===== src/qswg_pkg.sv =====
// Shared types and constants for the quadrature square-wave generator.
`default_nettype none

package qswg_pkg;

  // Field widths
  localparam int unsigned ClkW  = 28;
  localparam int unsigned FreqW = 28;
  localparam int unsigned CmdW  = 2;
  localparam int unsigned StatW = 2;
  localparam int unsigned OutW  = 16;

  // Quotient width of the period division (numerator clock + f)
  localparam int unsigned QuotW  = ClkW + 1;
  localparam int unsigned StepCntW = $clog2(QuotW);

  // Command codes
  localparam logic [CmdW-1:0] CmdSetFreq = 2'd0;
  localparam logic [CmdW-1:0] CmdStop    = 2'd1;
  localparam logic [CmdW-1:0] CmdTick    = 2'd2;

  // Status codes
  localparam logic [StatW-1:0] StatOk      = 2'd0;
  localparam logic [StatW-1:0] StatZero    = 2'd1;
  localparam logic [StatW-1:0] StatTooLow  = 2'd2;

  // Commands from controller to datapath
  typedef struct packed {
    logic do_step;     // execute a transaction that needs no division and load its result
    logic div_start;   // latch operands of the period division
    logic div_step;    // one quotient bit
    logic div_finish;  // apply the new period and load the result
  } ctrl_cmd_t;

  // Status from datapath to controller
  typedef struct packed {
    logic needs_div;   // incoming transaction is a non-zero set-frequency
    logic div_last;    // current division step is the final one
  } dp_status_t;

endpackage

`default_nettype wire


===== src/qswg_ctrl.sv =====
// Controller state machine: input acceptance, division sequencing, result valid.
`default_nettype none

module qswg_ctrl
  import qswg_pkg::*;
(
  input  wire logic       clk_i,
  input  wire logic       rst_ni,
  input  wire logic       in_valid_i,
  output logic            in_stall_o,
  output logic            out_valid_o,
  input  wire logic       out_stall_i,
  input  wire dp_status_t status_i,
  output ctrl_cmd_t       cmd_o
);

  localparam logic [1:0] StIdle = 2'd0;
  localparam logic [1:0] StDiv  = 2'd1;
  localparam logic [1:0] StDone = 2'd2;

  logic [1:0] state_q, state_d;
  logic       out_valid_q, out_valid_d;
  logic       out_free;
  logic       accept;

  assign out_free   = !out_valid_q || !out_stall_i;
  assign in_stall_o = !((state_q == StIdle) && out_free);
  assign accept     = in_valid_i && !in_stall_o;

  // Sequence commands
  always_comb begin
    state_d = state_q;
    cmd_o   = '0;
    case (state_q)
      StIdle: begin
        if (accept) begin
          if (status_i.needs_div) begin
            cmd_o.div_start = 1'b1;
            state_d = StDiv;
          end else begin
            cmd_o.do_step = 1'b1;
          end
        end
      end
      StDiv: begin
        cmd_o.div_step = 1'b1;
        if (status_i.div_last) begin
          state_d = StDone;
        end
      end
      StDone: begin
        if (out_free) begin
          cmd_o.div_finish = 1'b1;
          state_d = StIdle;
        end
      end
      default: begin
        state_d = StIdle;
      end
    endcase
  end

  // Hold result valid until taken
  always_comb begin
    out_valid_d = out_valid_q;
    if (cmd_o.do_step || cmd_o.div_finish) begin
      out_valid_d = 1'b1;
    end else if (!out_stall_i) begin
      out_valid_d = 1'b0;
    end
  end

  always_ff @(posedge clk_i or negedge rst_ni) begin
    if (!rst_ni) begin
      state_q     <= StIdle;
      out_valid_q <= 1'b0;
    end else begin
      state_q     <= state_d;
      out_valid_q <= out_valid_d;
    end
  end

  assign out_valid_o = out_valid_q;

endmodule

`default_nettype wire


===== src/qswg_datapath.sv =====
// Datapath: clock register, period divider, counter and quadrature levels.
`default_nettype none

module qswg_datapath
  import qswg_pkg::*;
#(
  parameter int unsigned MAX_TOP = 65535
) (
  input  wire logic             clk_i,
  input  wire logic             rst_ni,
  input  wire logic             cfg_we_i,
  input  wire logic [ClkW-1:0]  cfg_data_i,
  input  wire logic [CmdW-1:0]  command_i,
  input  wire logic [FreqW-1:0] freq_hz_i,
  input  wire ctrl_cmd_t        cmd_i,
  output dp_status_t            status_o,
  output logic [StatW-1:0]      status_res_o,
  output logic [OutW-1:0]       period_value_o,
  output logic [OutW-1:0]       phase_offset_o,
  output logic                  lead_level_o,
  output logic                  lag_level_o,
  output logic                  outputs_enabled_o
);

  localparam int unsigned CntW = $clog2(MAX_TOP + 1);
  localparam logic [QuotW-1:0] MaxCounts = QuotW'(MAX_TOP + 1);
  localparam logic [QuotW-1:0] MinCounts = QuotW'(2);
  localparam logic [StepCntW-1:0] LastStep = StepCntW'(QuotW - 1);

  logic [ClkW-1:0]     clk_hz_q;
  logic [QuotW-1:0]    num_q, num_d;
  logic [QuotW-1:0]    den_q, den_d;
  logic [QuotW-1:0]    rem_q, rem_d;
  logic [QuotW-1:0]    quo_q, quo_d;
  logic [StepCntW-1:0] step_q, step_d;
  logic [QuotW:0]      rem_sh;
  logic [QuotW:0]      rem_sub;
  logic                rem_ge;

  logic                running_q, running_d;
  logic [CntW-1:0]     count_q, count_d;
  logic [CntW-1:0]     top_q, top_d;
  logic [CntW-1:0]     offs_q, offs_d;
  logic                lead_q, lead_d;
  logic                lag_q, lag_d;
  logic [StatW-1:0]    stat_q, stat_d;

  logic [QuotW-1:0]    counts;
  logic [CntW-1:0]     new_top;
  logic [CntW-1:0]     new_offs;

  // Timer clock register
  always_ff @(posedge clk_i or negedge rst_ni) begin
    if (!rst_ni) begin
      clk_hz_q <= ClkW'(99840000);
    end else if (cfg_we_i) begin
      clk_hz_q <= cfg_data_i;
    end
  end

  assign status_o.needs_div = (command_i == CmdSetFreq) && (freq_hz_i != '0);
  assign status_o.div_last  = (step_q == LastStep);

  // Restoring divider, one quotient bit a cycle
  assign rem_sh  = {rem_q, num_q[QuotW-1]};
  assign rem_sub = rem_sh - {1'b0, den_q};
  assign rem_ge  = rem_sh >= {1'b0, den_q};

  always_comb begin
    num_d  = num_q;
    den_d  = den_q;
    rem_d  = rem_q;
    quo_d  = quo_q;
    step_d = step_q;
    if (cmd_i.div_start) begin
      num_d  = {1'b0, clk_hz_q} + {1'b0, freq_hz_i};
      den_d  = {freq_hz_i, 1'b0};
      rem_d  = '0;
      quo_d  = '0;
      step_d = '0;
    end else if (cmd_i.div_step) begin
      num_d  = {num_q[QuotW-2:0], 1'b0};
      rem_d  = rem_ge ? rem_sub[QuotW-1:0] : rem_sh[QuotW-1:0];
      quo_d  = {quo_q[QuotW-2:0], rem_ge};
      step_d = step_q + 1'b1;
    end
  end

  always_ff @(posedge clk_i) begin
    num_q  <= num_d;
    den_q  <= den_d;
    rem_q  <= rem_d;
    quo_q  <= quo_d;
    step_q <= step_d;
  end

  // Clamp the period to the minimum and derive top and offset
  assign counts   = (quo_q < MinCounts) ? MinCounts : quo_q;
  assign new_top  = CntW'(counts - 1'b1);
  assign new_offs = CntW'(counts >> 1);

  // Generator state and result status
  always_comb begin
    running_d = running_q;
    count_d   = count_q;
    top_d     = top_q;
    offs_d    = offs_q;
    lead_d    = lead_q;
    lag_d     = lag_q;
    stat_d    = stat_q;
    if (cmd_i.div_finish) begin
      if (counts > MaxCounts) begin
        stat_d = StatTooLow;
      end else begin
        stat_d = StatOk;
        top_d  = new_top;
        offs_d = new_offs;
        if (!running_q) begin
          count_d   = '0;
          lead_d    = 1'b0;
          lag_d     = 1'b0;
          running_d = 1'b1;
        end else if (count_q > new_top) begin
          count_d = '0;
        end
      end
    end else if (cmd_i.do_step) begin
      stat_d = StatOk;
      case (command_i)
        CmdSetFreq: begin
          stat_d = StatZero;
        end
        CmdStop: begin
          running_d = 1'b0;
          count_d   = '0;
          lead_d    = 1'b0;
          lag_d     = 1'b0;
        end
        CmdTick: begin
          if (running_q) begin
            if (count_q == '0) begin
              lead_d = !lead_q;
            end
            if (count_q == offs_q) begin
              lag_d = !lag_q;
            end
            count_d = (count_q >= top_q) ? '0 : count_q + 1'b1;
          end
        end
        default: begin
          stat_d = StatOk;
        end
      endcase
    end
  end

  always_ff @(posedge clk_i or negedge rst_ni) begin
    if (!rst_ni) begin
      running_q <= 1'b0;
      count_q   <= '0;
      top_q     <= '0;
      offs_q    <= '0;
      lead_q    <= 1'b0;
      lag_q     <= 1'b0;
      stat_q    <= StatOk;
    end else begin
      running_q <= running_d;
      count_q   <= count_d;
      top_q     <= top_d;
      offs_q    <= offs_d;
      lead_q    <= lead_d;
      lag_q     <= lag_d;
      stat_q    <= stat_d;
    end
  end

  // State changes only when a result loads, so it doubles as the result
  assign status_res_o      = stat_q;
  assign period_value_o    = OutW'(top_q);
  assign phase_offset_o    = OutW'(offs_q);
  assign lead_level_o      = lead_q;
  assign lag_level_o       = lag_q;
  assign outputs_enabled_o = running_q;

endmodule

`default_nettype wire


===== src/quadrature_square_wave_generator_core.sv =====
// Top level of the quadrature square-wave generator.
`default_nettype none

// Two square waves a quarter period apart, advanced by tick transactions.
// Tick, stop, unused and zero set-frequency commands need no division, so
// ticks stream at one per cycle while the result side keeps up. A non-zero
// set-frequency transaction latches the operands, runs the radix-2
// restoring divider that forms round(timer_clock_hz / (2*f)), then applies
// the new period and posts the result once the result side is free. Every
// transaction returns exactly one result; the input stalls while a stalled
// result is held or the divider is busy. The timer clock register may be
// written at any time the generator is idle; its port is always ready.
module quadrature_square_wave_generator_core
  import qswg_pkg::*;
#(
  parameter int unsigned MAX_TOP = 65535
) (
  input  wire logic             clk_i,
  input  wire logic             rst_ni,
  input  wire logic             cfg_valid_i,
  output logic                  cfg_ready_o,
  input  wire logic [ClkW-1:0]  cfg_data_i,
  input  wire logic             in_valid_i,
  output logic                  in_stall_o,
  input  wire logic [CmdW-1:0]  command_i,
  input  wire logic [FreqW-1:0] freq_hz_i,
  output logic                  out_valid_o,
  input  wire logic             out_stall_i,
  output logic [StatW-1:0]      status_o,
  output logic [OutW-1:0]       period_value_o,
  output logic [OutW-1:0]       phase_offset_o,
  output logic                  lead_level_o,
  output logic                  lag_level_o,
  output logic                  outputs_enabled_o
);

  ctrl_cmd_t  ctrl_cmd;
  dp_status_t dp_status;

  assign cfg_ready_o = 1'b1;

  qswg_ctrl u_ctrl (
    .clk_i       (clk_i),
    .rst_ni      (rst_ni),
    .in_valid_i  (in_valid_i),
    .in_stall_o  (in_stall_o),
    .out_valid_o (out_valid_o),
    .out_stall_i (out_stall_i),
    .status_i    (dp_status),
    .cmd_o       (ctrl_cmd)
  );

  qswg_datapath #(
    .MAX_TOP (MAX_TOP)
  ) u_datapath (
    .clk_i             (clk_i),
    .rst_ni            (rst_ni),
    .cfg_we_i          (cfg_valid_i && cfg_ready_o),
    .cfg_data_i        (cfg_data_i),
    .command_i         (command_i),
    .freq_hz_i         (freq_hz_i),
    .cmd_i             (ctrl_cmd),
    .status_o          (dp_status),
    .status_res_o      (status_o),
    .period_value_o    (period_value_o),
    .phase_offset_o    (phase_offset_o),
    .lead_level_o      (lead_level_o),
    .lag_level_o       (lag_level_o),
    .outputs_enabled_o (outputs_enabled_o)
  );

endmodule

`default_nettype wire


===== config.mk =====
export PLATFORM = sky130hd
export DESIGN_NAME = quadrature_square_wave_generator_core
export DESIGN_NICKNAME = d
export VERILOG_FILES = /design/src/qswg_pkg.sv /design/src/qswg_ctrl.sv /design/src/qswg_datapath.sv /design/src/quadrature_square_wave_generator_core.sv
export SDC_FILE = /design/constraint.sdc
export NUM_CORES = 1
export LEC_CHECK = 0
export ABC_AREA = 1
export ABC_CLOCK_PERIOD_IN_PS = 3950
export BUFFER_PORTS_ARGS = -buffer_cell sky130_fd_sc_hd__buf_2
export CORE_MARGIN = 8
export CORE_UTILIZATION = 62
export CTS_CLUSTER_DIAMETER = 40
export CTS_CLUSTER_SIZE = 14
export DETAILED_ROUTE_END_ITERATION = 6
export GPL_TIMING_DRIVEN = 0
export PLACE_DENSITY = 0.82
export SLEW_MARGIN = 20
export SYNTH_ARGS = -nofsm -noshare
export SYNTH_HDL_FRONTEND = slang
export SYNTH_SLANG_ARGS = --single-unit

===== constraint.sdc =====
create_clock -name clk_i -period 3.95 [get_ports clk_i]
set_input_delay 0.79 -clock clk_i [delete_from_list [all_inputs] [get_ports clk_i]]
set_output_delay 0.79 -clock clk_i [all_outputs]
set_load 0.02 [all_outputs]

==> metrics.csv <==
metric;value;unit
most numerous cell in the Yosys netlist;nand2_1;
Static Leak;8.27;nW
Final GP Congestion;0.933;
row count;55;
Final Hold Violating Endpoints;0;
Layout Utilization;72.2;%
Initial Utilization;62.4;%
WP buf/inv;3;
GRT Resource Usage Total;29.9;%
placed cell count;2325;
Final HPWL DP;32200;um
area grow syn2layout;15.7;%
Final #Nets;2241;
Fmax;0.266;GHz
PortBufs;100;
WL/cell;17.7;um
number of distinct library cells after synthesis;56;
min Tclk post-route;3.75;ns
layout cell share with drive strength beyond 1;15.3;%
Pins Over Slew Limit;0;
most used cell, CP;nand2_1;
Num Clock Sinks;204;
worst reg2reg setup slack;0.20;ns
Slowest-stage cell, CP;dfxtp_1;
largest net degree at the start of global routing;48;
Post-synth EDFFs;57;
1st-iter DRT viols;1320;
vias in the first global route;13100;
crit path to;u_datapath.count_q[6];
r2r endpoint;u_datapath.count_q[6];
die width;166;um
R2R depth;23;
Routed Antenna Nets;0;
kind of end point of the critical path;register;
Synth Instances;1939;
post-synth top area cell;nand2_1;
GRT overflow;0;
TritonCTS buffer count;34;
CP Launch Type;register;
Pwr per Cell Area;736;nW/um2
maximum vdd drop;0.000507;V
Routed WL;42400;um
Worst-path clk slew;0.06;ns
Mapped Nets;2098;
DR DRC count;0;
synth top area cells;nand2_1 15%, dfrtp_1 13%, edfxtp_1 12%;
status;complete, no violations;
via count;13500;
Tightest Pin Transition;0.909;ns
Synth Flop Type;dfrtp_1;
Core ar.;22400;um2
Vias per Instance;5.63;
RSZ-0062 raised after global routing;false;
synth cell count leaders;573 x nand2_1, 266 x inv_1, 144 x nor2_1;
HP Class;in -> async;
Setup Skew;0.0195;ns
Avg Inst Size Synth;7.22;um2
Mapped Area;14000;um2
Pre-antenna DRT Iters;7;
Top Ports;103;
worst stage delay on the critical path;0.38;ns
register area share after synthesis;36.3;%
Max-Cap Viols;0;
Clock Latency Late Sink;0.52;ns
CTS max path bufs;3;
FF+latch count, synth;204;
CP required;4.38;ns
Slew Limit Headroom;39.1;%
reg2reg start;u_datapath.quo_q[11];
CP Max Fanout;10;
critical path depth;23;
WS Path Type;reg -> reg;
die area;27600;um2
post-synth top area share;15.4;%
Final period util;95.0;%
CP startpoint;u_datapath.quo_q[11];
Vert. Die Dim;166;um
Finish-stage setup viols;0;
Synth async-reset ratio;41.2;%
Total Power;11.9;mW
htree depth;2;
crit-path cells;nor2_2 > nand2_1 > nor2_2 > nand2_1 > o21ai_4 > ha_4 > nand2_2 > nor3_4 > buf_4 > nand3_1 > xor2_1 > ha_1 > nand2_1 > nor4_4 > nand2_1 > nand2_1 > nand2_2 > nand2_1 > nand3_4 > inv_4 > buf_6 > nand2_1 > nand2_1;
crit path DAT;4.18;ns
CTS tree;done;
Post-Layout Cell Count;2394;
first-pass GRT wire length;67000;um
initial antenna violation count;1;
cts hold-fix bufs;0;
Root Buffer;clkbuf_16;
dominant delay contributor by cell family on the critical path;simple AND/OR/NAND/NOR gates;
yosys warns;0;
-- power by group --
group          switching [mW]  leakage (nW)  internal (mW)
sequential              0.444          2.17           2.86
clock                    1.15         0.573           1.88
combinational            3.67          5.53           1.92
-- repair_timing --
action,4_1_cts,5_1_grt
endpoints found under the setup margin,16,16
pin swaps,1,6
gates resized for setup,6,15
buffers inserted,0,6
-- kinds of logic (layout without fill, tap and decap cells) --
family          after synthesis  in the layout  share of synthesized area (%)
simple gates                961            961                           29.5
buf+inv                     340            509                           9.71
compound gates              247            247                           9.58
flops                       204            204                           36.3
fa+ha+maj                    96             96                           8.69
xor+xnor                     63             63                           3.94
mux                          27             27                           2.17
other cells                   1              2                         0.0268
-- placed cells by master (no fill, tap or decap), drive strengths merged, types with 27 or more instances in the layout --
cell type / count
buf: 135
xnor2: 28
ha: 94
o21ai: 134
nand4: 46
dfxtp: 63
edfxtp: 57
nor2: 163
nand2: 586
dfrtp: 73
xor2: 35
inv: 298
clkbuf: 61
nand3: 114
a21oi: 85
mux2: 27
-- worst min path at each step --
stage,depth (start not counted),startpoint,endpoint
finish,1,rst_ni,u_datapath.count_q[2]
global placement,2,u_datapath.rem_q[0],u_datapath.rem_q[1]
floorplan,2,u_datapath.rem_q[0],u_datapath.rem_q[1]
global route,1,rst_ni,u_datapath.count_q[2]
detailed placement,2,u_datapath.rem_q[21],u_datapath.rem_q[21]
CTS,1,rst_ni,u_datapath.count_q[2]
-- state kept, by name, indices dropped and copies added (netlist names), 16 cells and up --
register                   flops
u_datapath.quo_q              29
u_datapath.count_q            16
u_datapath.rem_q              29
u_datapath.clk_hz_q           28
u_datapath.phase_offset_o     16
u_datapath.den_q              28
u_datapath.num_q              29
u_datapath.period_value_o     16
-- worst reg2reg max path: cells and delay by family (launching register included) --
kind,cells,cell delay [ns]
AOI/OAI and AO/OA,1,0.23
xor gates and xnor gates,1,0.19
adders and majority gates,2,0.50
buffers and inverters,3,0.39
DFF,1,0.38
and+or+nand+nor,16,1.97
-- metrics by stage --
stage	setup slack [ns]	instance area (um2)	setup TNS (ns)	hold WS, ns
after floorplan	0.547	14000	0	0.434
after global placement	-0.176	14900	-1.47	0.442
after detailed placement	-0.335	14900	-3.92	0.477
after CTS	0.00902	16100	0	0.313
after global routing	0.00399	16200	0	0.360
final	0.196	16200	0	0.315
-- area by class of cell --
type	instances	area [um2]
repair buffers	107	581
plain buffers	49	272
flip-flops and latches	204	5090
well taps	285	357
diodes	1	2.50
inverters	291	1090
clock buffers	40	903
multi-input cells	1395	7630
fillers	1834	6240
clock inverters	22	264
-- metal layers --
layer	part of all wire (%)	GRT usage (%)
met1	44	40.4
met2	44	46.9
met3	8.4	5.75
met4	3.0	10.8
met5	0	0
Note: power is estimated with default switching activity, not from simulation.
